==> config.mk <==
export PLATFORM = sky130hd
export DESIGN_NAME = source_text_tokenizer_flat
export DESIGN_NICKNAME = d
export VERILOG_FILES = /design/src/hw/rtl/stt_pkg.sv /design/src/hw/rtl/stt_char_if.sv /design/src/hw/rtl/stt_token_if.sv /design/src/hw/rtl/stt_run_mem.sv /design/src/hw/rtl/stt_scanner.sv /design/src/hw/rtl/source_text_tokenizer.sv /design/src/flat_wrapper.sv
export VERILOG_INCLUDE_DIRS = /design/src /design/src/hw/rtl
export SDC_FILE = /design/constraint.sdc
export NUM_CORES = 1
export LEC_CHECK = 0
export BUFFER_PORTS_ARGS = -buffer_cell sky130_fd_sc_hd__buf_2
export CORE_MARGIN = 5
export CORE_UTILIZATION = 67
export CTS_BUF_LIST = sky130_fd_sc_hd__clkbuf_16
export CTS_CLUSTER_DIAMETER = 120
export DETAILED_ROUTE_END_ITERATION = 10
export MAX_ROUTING_LAYER = met4
export PLACE_DENSITY = 0.81
export SYNTH_ARGS = -nofsm -noshare
export SYNTH_HDL_FRONTEND = slang
export SYNTH_SLANG_ARGS = --single-unit
==> constraint.sdc <==
create_clock -name clk -period 9.3 [get_ports clk]
set_input_delay 1.86 -clock clk [delete_from_list [all_inputs] [get_ports clk]]
set_output_delay 1.86 -clock clk [all_outputs]
set_load 0.005 [all_outputs]
==> src/hw/rtl/source_text_tokenizer_defines.svh <==
`ifndef SOURCE_TEXT_TOKENIZER_DEFINES_SVH
`define SOURCE_TEXT_TOKENIZER_DEFINES_SVH

// same-cycle implication, sampled on clk, off while arst_n is low
`define STT_ASSERT_NOW(name, ante, cons) \
	name: assert property (@(posedge clk) disable iff (!arst_n) (ante) |-> (cons)) \
		else $error("tokenizer assertion failed");

// next-cycle implication, sampled on clk, off while arst_n is low
`define STT_ASSERT_NEXT(name, ante, cons) \
	name: assert property (@(posedge clk) disable iff (!arst_n) (ante) |=> (cons)) \
		else $error("tokenizer assertion failed");

`endif

==> src/hw/rtl/stt_pkg.sv <==
package stt_pkg;

	localparam int MAX_RUN_CHARS = 32;
	localparam int CHAR_W = 8;
	localparam int KIND_W = 3;
	localparam int MODE_W = 2;
	localparam int ADDR_W = $clog2(MAX_RUN_CHARS);
	localparam int LEN_W = $clog2(MAX_RUN_CHARS + 1);

	localparam logic [KIND_W-1:0] KIND_IDENT = 3'd0;
	localparam logic [KIND_W-1:0] KIND_KEYWORD = 3'd1;
	localparam logic [KIND_W-1:0] KIND_NUMBER = 3'd2;
	localparam logic [KIND_W-1:0] KIND_OPERATOR = 3'd3;
	localparam logic [KIND_W-1:0] KIND_DELIMITER = 3'd4;
	localparam logic [KIND_W-1:0] KIND_EOF = 3'd5;
	localparam logic [KIND_W-1:0] KIND_UNKNOWN = 3'd6;

	localparam logic [MODE_W-1:0] MODE_IDLE = 2'd0;
	localparam logic [MODE_W-1:0] MODE_IDENT = 2'd1;
	localparam logic [MODE_W-1:0] MODE_NUMBER = 2'd2;

	localparam logic [CHAR_W-1:0] CHAR_EOT = 8'h00;

	typedef struct packed {
		logic              wr_en;
		logic [ADDR_W-1:0] wr_addr;
		logic [CHAR_W-1:0] wr_data;
		logic              rd_en;
		logic [ADDR_W-1:0] rd_addr;
	} mem_req_t;

	function automatic logic is_letter(logic [CHAR_W-1:0] c);
		return (c >= "a" && c <= "z") || (c >= "A" && c <= "Z");
	endfunction

	function automatic logic is_digit(logic [CHAR_W-1:0] c);
		return c >= "0" && c <= "9";
	endfunction

	function automatic logic is_space(logic [CHAR_W-1:0] c);
		return c == 8'd32 || (c >= 8'd9 && c <= 8'd13);
	endfunction

	function automatic logic is_operator(logic [CHAR_W-1:0] c);
		return c == "+" || c == "-" || c == "*" || c == "/" || c == "=";
	endfunction

	function automatic logic is_delimiter(logic [CHAR_W-1:0] c);
		return c == "(" || c == ")" || c == ";";
	endfunction

	function automatic logic [CHAR_W-1:0] kw_int_char(logic [LEN_W-1:0] i);
		logic [CHAR_W-1:0] r;
		unique case (i)
			LEN_W'(0): r = "i";
			LEN_W'(1): r = "n";
			LEN_W'(2): r = "t";
			default:   r = CHAR_EOT;
		endcase
		return r;
	endfunction

	function automatic logic [CHAR_W-1:0] kw_print_char(logic [LEN_W-1:0] i);
		logic [CHAR_W-1:0] r;
		unique case (i)
			LEN_W'(0): r = "p";
			LEN_W'(1): r = "r";
			LEN_W'(2): r = "i";
			LEN_W'(3): r = "n";
			LEN_W'(4): r = "t";
			default:   r = CHAR_EOT;
		endcase
		return r;
	endfunction

endpackage

==> src/hw/rtl/stt_char_if.sv <==
interface stt_char_if;
	import stt_pkg::*;

	logic              valid;
	logic              ready;
	logic [CHAR_W-1:0] char_in;

	modport source (output valid, output char_in, input ready);
	modport sink (input valid, input char_in, output ready);
endinterface

==> src/hw/rtl/stt_token_if.sv <==
interface stt_token_if;
	import stt_pkg::*;

	logic              valid;
	logic              ready;
	logic [KIND_W-1:0] kind;
	logic [CHAR_W-1:0] char_out;
	logic              last;
	logic              truncated;

	modport source (output valid, output kind, output char_out, output last,
		output truncated, input ready);
	modport sink (input valid, input kind, input char_out, input last,
		input truncated, output ready);
endinterface

==> src/hw/rtl/stt_run_mem.sv <==
module stt_run_mem (
	input  logic                     clk,
	input  stt_pkg::mem_req_t        mem_req,
	output logic [stt_pkg::CHAR_W-1:0] rd_data
);
	import stt_pkg::*;

	logic [CHAR_W-1:0] mem [MAX_RUN_CHARS];

	always_ff @(posedge clk) begin
		if (mem_req.wr_en) begin
			mem[mem_req.wr_addr] <= mem_req.wr_data;
		end
		if (mem_req.rd_en) begin
			rd_data <= mem[mem_req.rd_addr];
		end
	end
endmodule

==> src/hw/rtl/stt_scanner.sv <==
module stt_scanner (
	input  logic                       clk,
	input  logic                       arst_n,
	stt_char_if.sink                   chars,
	stt_token_if.source                tokens,
	output stt_pkg::mem_req_t          mem_req,
	input  logic [stt_pkg::CHAR_W-1:0] rd_data
);
	import stt_pkg::*;

	typedef enum logic [3:0] {
		ST_SCAN = 4'b0001,
		ST_READ = 4'b0010,
		ST_EMIT = 4'b0100,
		ST_PEND = 4'b1000
	} state_t;

	state_t            state_q;
	logic [MODE_W-1:0] mode_q;
	logic [LEN_W-1:0]  len_q;
	logic [LEN_W-1:0]  idx_q;
	logic              ovf_q;
	logic              int_ok_q;
	logic              print_ok_q;
	logic [CHAR_W-1:0] pend_q;

	logic              out_valid_q;
	logic [KIND_W-1:0] kind_q;
	logic [CHAR_W-1:0] char_q;
	logic              last_q;
	logic              trunc_q;

	logic              out_free;
	logic              in_run;
	logic              accept;
	logic [CHAR_W-1:0] c;
	logic              cont;
	logic [CHAR_W-1:0] b;
	logic              b_quiet;
	logic              b_starts;
	logic              do_idle;
	logic              do_append;
	logic              do_end;
	logic              emit;
	logic              last_char;
	logic              is_kw;
	logic [KIND_W-1:0] run_kind;
	logic [KIND_W-1:0] single_kind;
	logic              room;
	logic              load_single;

	assign out_free = !out_valid_q || tokens.ready;
	assign in_run = (mode_q == MODE_IDENT) || (mode_q == MODE_NUMBER);
	assign chars.ready = (state_q == ST_SCAN) && out_free;
	assign accept = chars.valid && chars.ready;
	assign c = chars.char_in;
	assign cont = ((mode_q == MODE_IDENT) && (is_letter(c) || is_digit(c)))
		|| ((mode_q == MODE_NUMBER) && is_digit(c));

	// byte handled as if idle: fresh input, or the one that closed a run
	assign b = (state_q == ST_PEND) ? pend_q : c;
	assign b_starts = is_letter(b) || is_digit(b);
	assign b_quiet = is_space(b) || b_starts;

	assign do_idle = (accept && !in_run) || ((state_q == ST_PEND) && (b_quiet || out_free));
	assign do_append = accept && cont;
	assign do_end = accept && in_run && !cont;
	assign emit = (state_q == ST_EMIT) && out_free;
	assign load_single = do_idle && !b_quiet;

	assign room = len_q < LEN_W'(MAX_RUN_CHARS);
	assign last_char = (idx_q + LEN_W'(1)) == len_q;
	assign is_kw = !ovf_q && (((len_q == LEN_W'(3)) && int_ok_q)
		|| ((len_q == LEN_W'(5)) && print_ok_q));
	assign run_kind = (mode_q == MODE_IDENT) ? (is_kw ? KIND_KEYWORD : KIND_IDENT)
		: KIND_NUMBER;

	always_comb begin
		priority if (b == CHAR_EOT) begin
			single_kind = KIND_EOF;
		end else if (is_operator(b)) begin
			single_kind = KIND_OPERATOR;
		end else if (is_delimiter(b)) begin
			single_kind = KIND_DELIMITER;
		end else begin
			single_kind = KIND_UNKNOWN;
		end
	end

	always_comb begin
		mem_req.wr_en = (do_idle && b_starts) || (do_append && room);
		mem_req.wr_addr = do_append ? len_q[ADDR_W-1:0] : '0;
		mem_req.wr_data = b;
		mem_req.rd_en = (state_q == ST_READ);
		mem_req.rd_addr = idx_q[ADDR_W-1:0];
	end

	assign tokens.valid = out_valid_q;
	assign tokens.kind = kind_q;
	assign tokens.char_out = char_q;
	assign tokens.last = last_q;
	assign tokens.truncated = trunc_q;

	always_ff @(posedge clk or negedge arst_n) begin
		if (!arst_n) begin
			state_q <= ST_SCAN;
			mode_q <= MODE_IDLE;
			len_q <= '0;
			idx_q <= '0;
			ovf_q <= 1'b0;
			int_ok_q <= 1'b0;
			print_ok_q <= 1'b0;
			out_valid_q <= 1'b0;
		end else begin
			if (load_single || emit) begin
				out_valid_q <= 1'b1;
			end else if (tokens.ready) begin
				out_valid_q <= 1'b0;
			end

			unique case (state_q)
				ST_SCAN: begin
					if (do_append) begin
						if (room) begin
							len_q <= len_q + LEN_W'(1);
							int_ok_q <= int_ok_q && (c == kw_int_char(len_q));
							print_ok_q <= print_ok_q && (c == kw_print_char(len_q));
						end else begin
							ovf_q <= 1'b1;
						end
					end else if (do_end) begin
						idx_q <= '0;
						state_q <= ST_READ;
					end
				end
				ST_READ: begin
					state_q <= ST_EMIT;
				end
				ST_EMIT: begin
					if (emit) begin
						if (last_char) begin
							mode_q <= MODE_IDLE;
							len_q <= '0;
							ovf_q <= 1'b0;
							state_q <= ST_PEND;
						end else begin
							idx_q <= idx_q + LEN_W'(1);
							state_q <= ST_READ;
						end
					end
				end
				ST_PEND: begin
					if (do_idle) begin
						state_q <= ST_SCAN;
					end
				end
				default: begin
					state_q <= ST_SCAN;
				end
			endcase

			if (do_idle) begin
				if (b == CHAR_EOT) begin
					mode_q <= MODE_IDLE;
					len_q <= '0;
					ovf_q <= 1'b0;
				end else if (b_starts) begin
					mode_q <= is_letter(b) ? MODE_IDENT : MODE_NUMBER;
					len_q <= LEN_W'(1);
					ovf_q <= 1'b0;
					int_ok_q <= (b == kw_int_char('0));
					print_ok_q <= (b == kw_print_char('0));
				end
			end
		end
	end

	always_ff @(posedge clk) begin
		if (do_end) begin
			pend_q <= c;
		end
		if (emit) begin
			kind_q <= run_kind;
			char_q <= rd_data;
			last_q <= last_char;
			trunc_q <= ovf_q;
		end else if (load_single) begin
			kind_q <= single_kind;
			char_q <= b;
			last_q <= 1'b1;
			trunc_q <= 1'b0;
		end
	end
endmodule

==> src/hw/rtl/source_text_tokenizer.sv <==
// Source text tokenizer: takes one byte per word on chars (zero ends the text) and
// sends tokens on tokens, one character per word, with last on the final character.
// Identifiers, keywords (int, print) and numbers are collected in a 32-entry run
// buffer memory and replayed when the byte after the run arrives; operators,
// delimiters, unknown bytes and end of text give one word each. Runs longer than
// 32 characters keep their first 32 and come out with truncated set. A byte that
// extends a run or yields a single word is taken whenever the output register
// is free. A run is replayed one character at a time: a registered read of the
// run buffer (ST_READ), then an output load (ST_EMIT) that waits while the
// output register is full. The byte that closed the run is then handled in
// ST_PEND. No clearing pass follows reset.
`include "source_text_tokenizer_defines.svh"

module source_text_tokenizer (
	input logic         clk,
	input logic         arst_n,
	stt_char_if.sink    chars,
	stt_token_if.source tokens
);
	import stt_pkg::*;

	mem_req_t          mem_req;
	logic [CHAR_W-1:0] rd_data;

	stt_scanner u_scanner (
		.clk     (clk),
		.arst_n  (arst_n),
		.chars   (chars),
		.tokens  (tokens),
		.mem_req (mem_req),
		.rd_data (rd_data)
	);

	stt_run_mem u_run_mem (
		.clk     (clk),
		.mem_req (mem_req),
		.rd_data (rd_data)
	);

	`STT_ASSERT_NOW(a_no_rw_overlap, mem_req.wr_en, !mem_req.rd_en)
	`STT_ASSERT_NEXT(a_read_then_no_write, mem_req.rd_en, !mem_req.wr_en)
	`STT_ASSERT_NOW(a_accept_slot_free, chars.valid && chars.ready, !tokens.valid || tokens.ready)
	`STT_ASSERT_NOW(a_eof_word, tokens.valid && (tokens.kind == KIND_EOF), tokens.last && (tokens.char_out == CHAR_EOT) && !tokens.truncated)
endmodule

==> src/flat_wrapper.sv <==
// flat-port wrapper written by rule: the top's interface ports become plain ports
module source_text_tokenizer_flat import stt_pkg::*;
  (clk, arst_n, chars_valid, chars_char_in, chars_ready, tokens_valid, tokens_kind, tokens_char_out, tokens_last, tokens_truncated, tokens_ready);
  stt_char_if chars_i ();
  stt_token_if tokens_i ();
  input logic clk;
  input logic arst_n;
  input wire logic [$bits(chars_i.valid)-1:0] chars_valid;
  input wire logic [$bits(chars_i.char_in)-1:0] chars_char_in;
  output wire logic [$bits(chars_i.ready)-1:0] chars_ready;
  output wire logic [$bits(tokens_i.valid)-1:0] tokens_valid;
  output wire logic [$bits(tokens_i.kind)-1:0] tokens_kind;
  output wire logic [$bits(tokens_i.char_out)-1:0] tokens_char_out;
  output wire logic [$bits(tokens_i.last)-1:0] tokens_last;
  output wire logic [$bits(tokens_i.truncated)-1:0] tokens_truncated;
  input wire logic [$bits(tokens_i.ready)-1:0] tokens_ready;
  assign chars_i.valid = chars_valid;
  assign chars_i.char_in = chars_char_in;
  assign chars_ready = chars_i.ready;
  assign tokens_valid = tokens_i.valid;
  assign tokens_kind = tokens_i.kind;
  assign tokens_char_out = tokens_i.char_out;
  assign tokens_last = tokens_i.last;
  assign tokens_truncated = tokens_i.truncated;
  assign tokens_i.ready = tokens_ready;
  source_text_tokenizer u_core (.clk(clk), .arst_n(arst_n), .chars(chars_i), .tokens(tokens_i));
endmodule
---- Yosys cells after proc, flatten, opt, wreduce, memory -nomap -nowiden ----
Memories as Yosys holds them, arrays and structs flattened. A register that Yosys moved wholly into a read port is not among the register bits.
Index checks and enable logic that the tools add are counted.
storage, ports and cells
  output and inout bits ................... 15
  memories kept ........................... 1
  bits of input ports ..................... 12
  RAM bits ................................ 256
  register bits after elaboration ......... 43
  word-level logic and storage cells ...... 191
memory list
  name                  depth  bits a word  rd ports  clocked after Yosys merged registers in  write ports  line              source
  u_core.u_run_mem.mem  32     8            1         1                                        1            stt_run_mem.sv:8  logic [CHAR_W-1:0] mem [MAX_RUN_CHARS];
cells by class
  multiplexer cells ....................... 73
  add/sub/neg operators ................... 2
  reductions and logical operators ........ 57
  equal/unequal tests ..................... 30
  magnitude comparators ................... 15
operators by type and width
  operator                                                           count
  equality test 8 x 6 -> 1 bit, second input constant                9
  two-way mux 8 bit                                                  9
  two-way mux 6 bit                                                  11
  one-hot mux 7 bit (5 select lines)                                 1
  greater-or-equal comparator 8 x 7 -> 1 bit, second input constant  4
  <= comparator 8 x 7 -> 1 bit, second input constant                4
  two-way mux 1 bit                                                  28
  logical AND 1 bit                                                  25
  one-hot mux 6 bit (2 select lines)                                 2
  one-hot mux 7 bit (3 select lines)                                 1
  logical OR 1 bit                                                   20
  two-way mux 4 bit                                                  5
  two-way mux 2 bit                                                  9
  equality test 8 x 7 -> 1 bit, second input constant                2
  equality test 8 bit                                                2
  greater-or-equal comparator 8 x 6 -> 1 bit, second input constant  2
  <= comparator 8 x 6 -> 1 bit, second input constant                2
  one-hot mux 4 bit (4 select lines)                                 1
  adder 6 x 1 -> 6 bit, second input constant                        2
  equality test 6 x 2 -> 1 bit, second input constant                2
  equality test 6 x 3 -> 1 bit, second input constant                2
  two-way mux 3 bit                                                  4
  != test 2 bit, second input constant                               5
  greater-or-equal comparator 8 x 4 -> 1 bit, second input constant  1
  18 further kinds                                                   24

---- Longest topological paths before layout ----
  word-level depth ........................ 17
  gate-level depth with buffers ........... 10
  mapped depth without buffers ............ 8

---- Cells and area by module ----
A second synthesis with hierarchy kept.
second synthesis, totals
  cell total of the unflattened synthesis .. 769
  area total of the unflattened synthesis .. 13201.4 sq um
modules (own cells, without submodules)
  module       sequential area each (sq um)  cells each  area each (sq um)  instances
  stt_run_mem  7927.6                        417         10133.5            1
  stt_scanner  1182.4                        352         3067.9             1

---- Least setup slack after synthesis ----
No wires, ideal clock.
  kind .................................... input -> register
  start ................................... input port chars_char_in[6]
  end ..................................... memory u_core.u_run_mem.mem[11][0], enable pin
  stages on the path ...................... 7
  buffers on the path ..................... 1
  data arrival time ....................... 4261 ps
  required time ........................... 8905 ps
  setup time .............................. 395 ps
  slack ................................... 4645 ps
  cells stage by stage .................... clkbuf_1 > or3b_1 > a2111oi_0 > a41o_1 > o21a_1 > o21ai_1 > nor4_1
on the way
  longest elaborated chain between the ends .. 13
  elaborated cells between the ends (all ways) .. 42
  those cells by class .................... order compare: 14; eq/ne: 1; mux: 4; reduce/logical: 23
ends and longest elaborated chain
  what                                                                                               line               source
  from (decl)                                                                                        flat_wrapper.sv:9  input wire logic [$bits(chars_i.char_in)-1:0] chars_char_in;
  two-way mux 8 bit                                                                                  stt_scanner.sv:61  assign b = (state_q == ST_PEND) ? pend_q : c;
  greater-or-equal comparator 8 x 7 -> 1 bit / <= comparator 8 x 7 -> 1 bit (equally long branches)  stt_pkg.sv:33      return (c >= "a" && c <= "z") || (c >= "A" && c <= "Z");
  logical AND 1 bit                                                                                  stt_pkg.sv:33
  logical OR 1 bit                                                                                   stt_pkg.sv:33
  logical OR 1 bit                                                                                   stt_scanner.sv:62  assign b_starts = is_letter(b) || is_digit(b);
  logical OR 1 bit                                                                                   stt_scanner.sv:63  assign b_quiet = is_space(b) || b_starts;
  logical OR 1 bit                                                                                   stt_scanner.sv:65  assign do_idle = (accept && !in_run) || ((state_q == ST_PEND) && (b_quiet || out_free));
  logical AND 1 bit                                                                                  stt_scanner.sv:65
  logical OR 1 bit                                                                                   stt_scanner.sv:65
  logical AND 1 bit                                                                                  stt_scanner.sv:91  mem_req.wr_en = (do_idle && b_starts) || (do_append && room);
  logical OR 1 bit                                                                                   stt_scanner.sv:91
  two-way mux 1 bit                                                                                  stt_run_mem.sv:11  if (mem_req.wr_en) begin
  two-way mux 1 bit (not written as such)                                                            stt_run_mem.sv:12  mem[mem_req.wr_addr] <= mem_req.wr_data;
  to (decl)                                                                                          stt_run_mem.sv:8
Parallel ways exist; a longest one is shown, timed or not.

---- Final worst setup path ----
  start ................................... input port chars_char_in[7]
  end ..................................... memory u_core.u_run_mem.mem[8][6], enable pin
The elaborated chain is that of the path after synthesis.

==> report_table.html <==
<table>
<tr><th>Metric</th><th>Value</th></tr>
<tr><th colspan="2">Power</th></tr>
<tr><td>Total power of the final layout</td><td>3.202 mW</td></tr>
<tr><td>Power per cell area</td><td>221.8 mW/mm2</td></tr>
<tr><td>Peak VDD IR</td><td>between 150 and 200 uV</td></tr>
<tr><td>Static leakage power</td><td>4.577 nW</td></tr>
<tr><th colspan="2">Timing</th></tr>
<tr><td>Final setup violation count</td><td>0</td></tr>
<tr><td>Setup skew after layout</td><td>9.284 ps</td></tr>
<tr><td>F_max</td><td>204.8 MHz</td></tr>
<tr><td>Number of pins exceeding their max-slew limit in the final report</td><td>0</td></tr>
<tr><td>Final worst path period need</td><td>4882 ps</td></tr>
<tr><td>Total negative setup slack</td><td>0 ps</td></tr>
<tr><td>Post-route clock period utilization</td><td>0.5250</td></tr>
<tr><td>Final critical-path setup slack</td><td>4418 ps</td></tr>
<tr><td>Max_slew headroom</td><td>0.1846</td></tr>
<tr><td>Slew at the pin closest to its max-slew limit</td><td>1214 ps</td></tr>
<tr><td>Number of hold violations in the final report</td><td>0</td></tr>
<tr><td>Setup repair after global routing missed its margin</td><td>no</td></tr>
<tr><th colspan="2">Drt</th></tr>
<tr><td>Residual antenna-violating net count after detailed routing</td><td>0</td></tr>
<tr><td>Number of vias per cell</td><td>6.850</td></tr>
<tr><td>Violation count after the first detailed-route iteration</td><td>1144</td></tr>
<tr><td>DRC</td><td>0</td></tr>
<tr><td>Vias after detailed routing</td><td>7878</td></tr>
<tr><td>Detail-routed net length per standard cell</td><td>26.30 um</td></tr>
<tr><td>Detailed-route wire length</td><td>approximately 30000 um</td></tr>
<tr><td>1st-pass router iterations</td><td>5</td></tr>
<tr><th colspan="2">Synthesis</th></tr>
<tr><td>Synthesized-area fraction occupied by ao, oa, aoi and oai cells</td><td>0.08317</td></tr>
<tr><td>Largest family of logic cells by synthesized area</td><td>multiplexers</td></tr>
<tr><td>Fraction of the mapped netlist area in adder cells</td><td>0.006653</td></tr>
<tr><td>Synth Area in XOR/XNOR</td><td>0.005323</td></tr>
<tr><td>Flip-flop and latch count after synthesis</td><td>307</td></tr>
<tr><td>Post-synth net total</td><td>859</td></tr>
<tr><td>Number of enable-type register cells in the synthesized netlist</td><td>285</td></tr>
<tr><td>Most instantiated flip-flop cell in the synthesis netlist</td><td>sky130_fd_sc_hd__edfxtp_1</td></tr>
<tr><td>Multiplexer area fraction after synthesis</td><td>0.1172</td></tr>
<tr><td>Share of flip-flops with an asynchronous set or reset after synthesis</td><td>0.07166</td></tr>
<tr><td>Top cells by area in the synthesized netlist</td><td>sky130_fd_sc_hd__edfxtp_1 65%, sky130_fd_sc_hd__mux4_2 6.5%, sky130_fd_sc_hd__mux2i_1 4.8%</td></tr>
<tr><td>Simple-gate share of the synthesized area</td><td>0.07575</td></tr>
<tr><td>Synthesized instance count</td><td>840</td></tr>
<tr><td>Yosys synthesis warning count</td><td>0</td></tr>
<tr><td>Sequential area share after synthesis</td><td>0.6920</td></tr>
<tr><td>Mean area per synthesized cell</td><td>approximately 16 um2</td></tr>
<tr><td>Post-Syn Area</td><td>around 0.013 mm2</td></tr>
<tr><td>Proportion of netlist area held by the largest area contributor</td><td>0.6501</td></tr>
<tr><td>Post-synth top area cell</td><td>sky130_fd_sc_hd__edfxtp_1</td></tr>
<tr><td>Post-synth cell types</td><td>63</td></tr>
<tr><th colspan="2">Placed design</th></tr>
<tr><td>Half-perimeter wire length after detailed placement</td><td>19900 um</td></tr>
<tr><td>Cell area after placement</td><td>0.01355 mm2</td></tr>
<tr><td>Placement Setup Slack</td><td>3939 ps</td></tr>
<tr><td>GP Congestion</td><td>0.9603</td></tr>
<tr><td>IO buf count</td><td>26</td></tr>
<tr><th colspan="2">Clock tree</th></tr>
<tr><td>Buffer depth of the longest clock path</td><td>3</td></tr>
<tr><td>Clock buffer count from CTS</td><td>29</td></tr>
<tr><td>Clock-pin slew reported for the worst setup and hold paths after clock tree synthesis</td><td>60 ps</td></tr>
<tr><td>Clock latency at the later pin of the worst-skew pair</td><td>about 540 ps</td></tr>
<tr><td>H-tree depth</td><td>1</td></tr>
<tr><td>Post-CTS Hold Fix Bufs</td><td>0</td></tr>
<tr><td>CTS root buffer</td><td>sky130_fd_sc_hd__clkbuf_16</td></tr>
<tr><td>Number of gates resized after CTS</td><td>0</td></tr>
<tr><td>Buffers inserted by post-CTS timing repair</td><td>0</td></tr>
<tr><td>TritonCTS Sinks</td><td>307</td></tr>
<tr><td>CTS tree</td><td>done</td></tr>
<tr><th colspan="2">Critical path</th></tr>
<tr><td>Critical path's top delay family</td><td>compound AO/OA/AOI/OAI gates</td></tr>
<tr><td>Critical path endpoint category</td><td>register</td></tr>
<tr><td>Cell type of the slowest stage on the worst timing path</td><td>sky130_fd_sc_hd__nor3_1</td></tr>
<tr><td>Top fanout value on the critical path</td><td>9</td></tr>
<tr><td>Worst setup path class</td><td>primary input to register</td></tr>
<tr><td>Endpoint arrival time on the critical path</td><td>5040 ps</td></tr>
<tr><td>Largest stage delay on the critical path</td><td>1050 ps</td></tr>
<tr><td>Launching element type of the critical path</td><td>primary input</td></tr>
<tr><td>CP bufs+invs</td><td>1</td></tr>
<tr><td>Cells along the critical path</td><td>buf_2 &gt; or3b_1 &gt; a2111oi_0 &gt; a41o_1 &gt; o21a_1 &gt; o2111ai_1 &gt; nor3_1</td></tr>
<tr><td>Worst endpoint required time</td><td>9450 ps</td></tr>
<tr><th colspan="2">Cells and area</th></tr>
<tr><td>Share of post-route cells with drive strength above 1</td><td>0.1550</td></tr>
<tr><td>Area growth, synth to finish</td><td>9.666%</td></tr>
<tr><td>Most frequent cells in the layout</td><td>285 x sky130_fd_sc_hd__edfxtp_1, 63 x sky130_fd_sc_hd__mux2i_1, 44 x sky130_fd_sc_hd__a21oi_1, 41 x sky130_fd_sc_hd__nand2_1, 39 x sky130_fd_sc_hd__nor2_1</td></tr>
<tr><td>Number of nets in the layout</td><td>just under 900</td></tr>
<tr><td>Leading cell type in the layout, fill and taps excluded</td><td>sky130_fd_sc_hd__edfxtp_1</td></tr>
<tr><td>Post-Layout Inst Area</td><td>0.01444 mm2</td></tr>
<tr><th colspan="2">Run</th></tr>
<tr><td>Total of max-cap violations</td><td>0</td></tr>
<tr><th colspan="2">Die</th></tr>
<tr><td>Num rows</td><td>51</td></tr>
<tr><td>Vert. Die Dim</td><td>150.2 um</td></tr>
<tr><td>Number of top-level pins</td><td>27</td></tr>
<tr><td>Core area</td><td>0.01940 mm2</td></tr>
<tr><td>Starting utilization of the core area</td><td>0.6786</td></tr>
<tr><td>DIE AREA</td><td>~0.023 mm2</td></tr>
<tr><td>Die Wd</td><td>150.2 um</td></tr>
<tr><th colspan="2">Global route</th></tr>
<tr><td>Vias in the first global route</td><td>between 7000 and 8000</td></tr>
<tr><td>Residual overflow from global routing</td><td>0</td></tr>
<tr><td>GRT Total Usage</td><td>0.2853</td></tr>
<tr><td>Number of antenna violations at the first check in global routing</td><td>1</td></tr>
<tr><td>First-pass GRT wire length</td><td>46730 um</td></tr>
<tr><td>Maximum number of pins on one net before global-route repair</td><td>51</td></tr>
<tr><th colspan="2">Min path</th></tr>
<tr><td>Worst min path class</td><td>register to register</td></tr>
<tr><th colspan="2">Run status</th></tr>
<tr><td>Run status</td><td>complete, no violations</td></tr>
</table>
-- final timing paths --
path,from,end,slack (ps),depth (start not counted)
worst max-delay path,chars_char_in[7],u_core.u_run_mem.mem[8][6]$_DFFE_PP_,4420,7
worst min-delay path,u_core.u_scanner.int_ok_q$_DFF_PN0_,u_core.u_scanner.int_ok_q$_DFF_PN0_,540,2
worst max register to register,u_core.u_scanner.state_q[1]$_DFFE_PN0P_,u_core.u_run_mem.mem[8][6]$_DFFE_PP_,5070,6
worst min register to register,u_core.u_scanner.int_ok_q$_DFF_PN0_,u_core.u_scanner.int_ok_q$_DFF_PN0_,540,2
max in group asynchronous,arst_n,u_core.u_scanner.idx_q[0]$_DFFE_PN0P_,7540,1
min in group asynchronous,arst_n,u_core.u_scanner.ovf_q$_DFF_PN0_,1320,1
-- metrics by stage --
stage	hold slack, ps	std cells	utilization
floorplan	469.7	840	-
global placement	489.9	1098	0.6987
detailed placement	506.5	1098	0.6987
CTS	535.6	1149	0.7441
global route	572.1	1150	0.7442
finish	535.6	1150	0.7442
-- power breakdown --
group,internal (mW),switching (mW),total (mW)
logic,0.181,0.282,0.463
registers,1.57,0.0671,1.64
clock network,0.619,0.480,1.10
total,2.37,0.828,3.20
-- flip-flops by register name (all words and copies together) (netlist names), 2 cells and up --
| name | cells |
|---|---|
| u_core.u_run_mem.mem | 256 |
| u_core.u_run_mem.rd_data | 8 |
| u_core.u_scanner.pend_q | 8 |
| u_core.u_scanner.tokens.char_out | 8 |
| u_core.u_scanner.idx_q | 6 |
| u_core.u_scanner.len_q | 6 |
| u_core.u_scanner.state_q | 4 |
| u_core.u_scanner.tokens.kind | 3 |
| u_core.u_scanner.mode_q | 2 |
-- synth_stat cells (all sizes together) (3+ instances only) --
| cell | instances |
|---|---|
| a21o | 4 |
| o2111ai | 5 |
| mux2i | 63 |
| nor3b | 3 |
| mux4 | 38 |
| edfxtp | 285 |
| o221ai | 28 |
| nand4 | 3 |
| buf | 13 |
| or4 | 4 |
| ha | 7 |
| nor3 | 22 |
| nand2b | 7 |
| nor2 | 39 |
| a21oi | 44 |
| a211oi | 5 |
| dfrtp | 21 |
| xor2 | 4 |
| nand3 | 17 |
| nand2 | 42 |
| o211ai | 7 |
| a31oi | 8 |
| o21ai | 13 |
| o31ai | 8 |
| nor2b | 5 |
| mux2 | 5 |
| nor4 | 7 |
| or3b | 3 |
| or2 | 6 |
| a2111oi | 3 |
| o22ai | 17 |
| and3 | 3 |
| xnor2 | 4 |
| or3 | 13 |
| inv | 18 |
| clkbuf | 34 |
| nor4b | 8 |
-- layout make-up --
class | instances | area [um2]
fill | 1190 | 4962
inverter | 19 | 71.32
clock inverter | 22 | 155.1
timing repair buffer | 40 | 235.2
multi-input combinational | 467 | 3801
tap | 265 | 331.6
sequential | 307 | 9114
clock buffer | 29 | 725.7
antenna | 1 | 2.502
-- per-layer routing --
layer | global-route usage | up-vias | wire length, um
li1 | - | 3438 | -
met1 | 0.4173 | 3928 | 12480
met2 | 0.4231 | 445 | 14050
met3 | 0.06442 | 67 | 2993
met4 | 0.06221 | 0 | 722
met5 | - | - | 0
-- worst register-to-register path, cell delays in order, from the launching register on --
cell and delay (ps):
sky130_fd_sc_hd__dfrtp_1 440, sky130_fd_sc_hd__or4b_1 790, sky130_fd_sc_hd__a311oi_1 380, sky130_fd_sc_hd__a32o_1 330
sky130_fd_sc_hd__o21a_1 280, sky130_fd_sc_hd__o2111ai_1 570, sky130_fd_sc_hd__nor3_1 1060
-- kinds of logic (layout without fill, tap and decap cells) --
logic type	Yosys count	in the layout
AND/OR/NAND/NOR	188	188
adder cells (fa/ha/maj)	7	7
other	0	1
multiplexers	106	106
AO/OA/AOI/OAI	158	158
flip-flops	307	307
buffers and inverters	66	110
XOR/XNOR	8	8
Power figures use the tool's default switching activity.
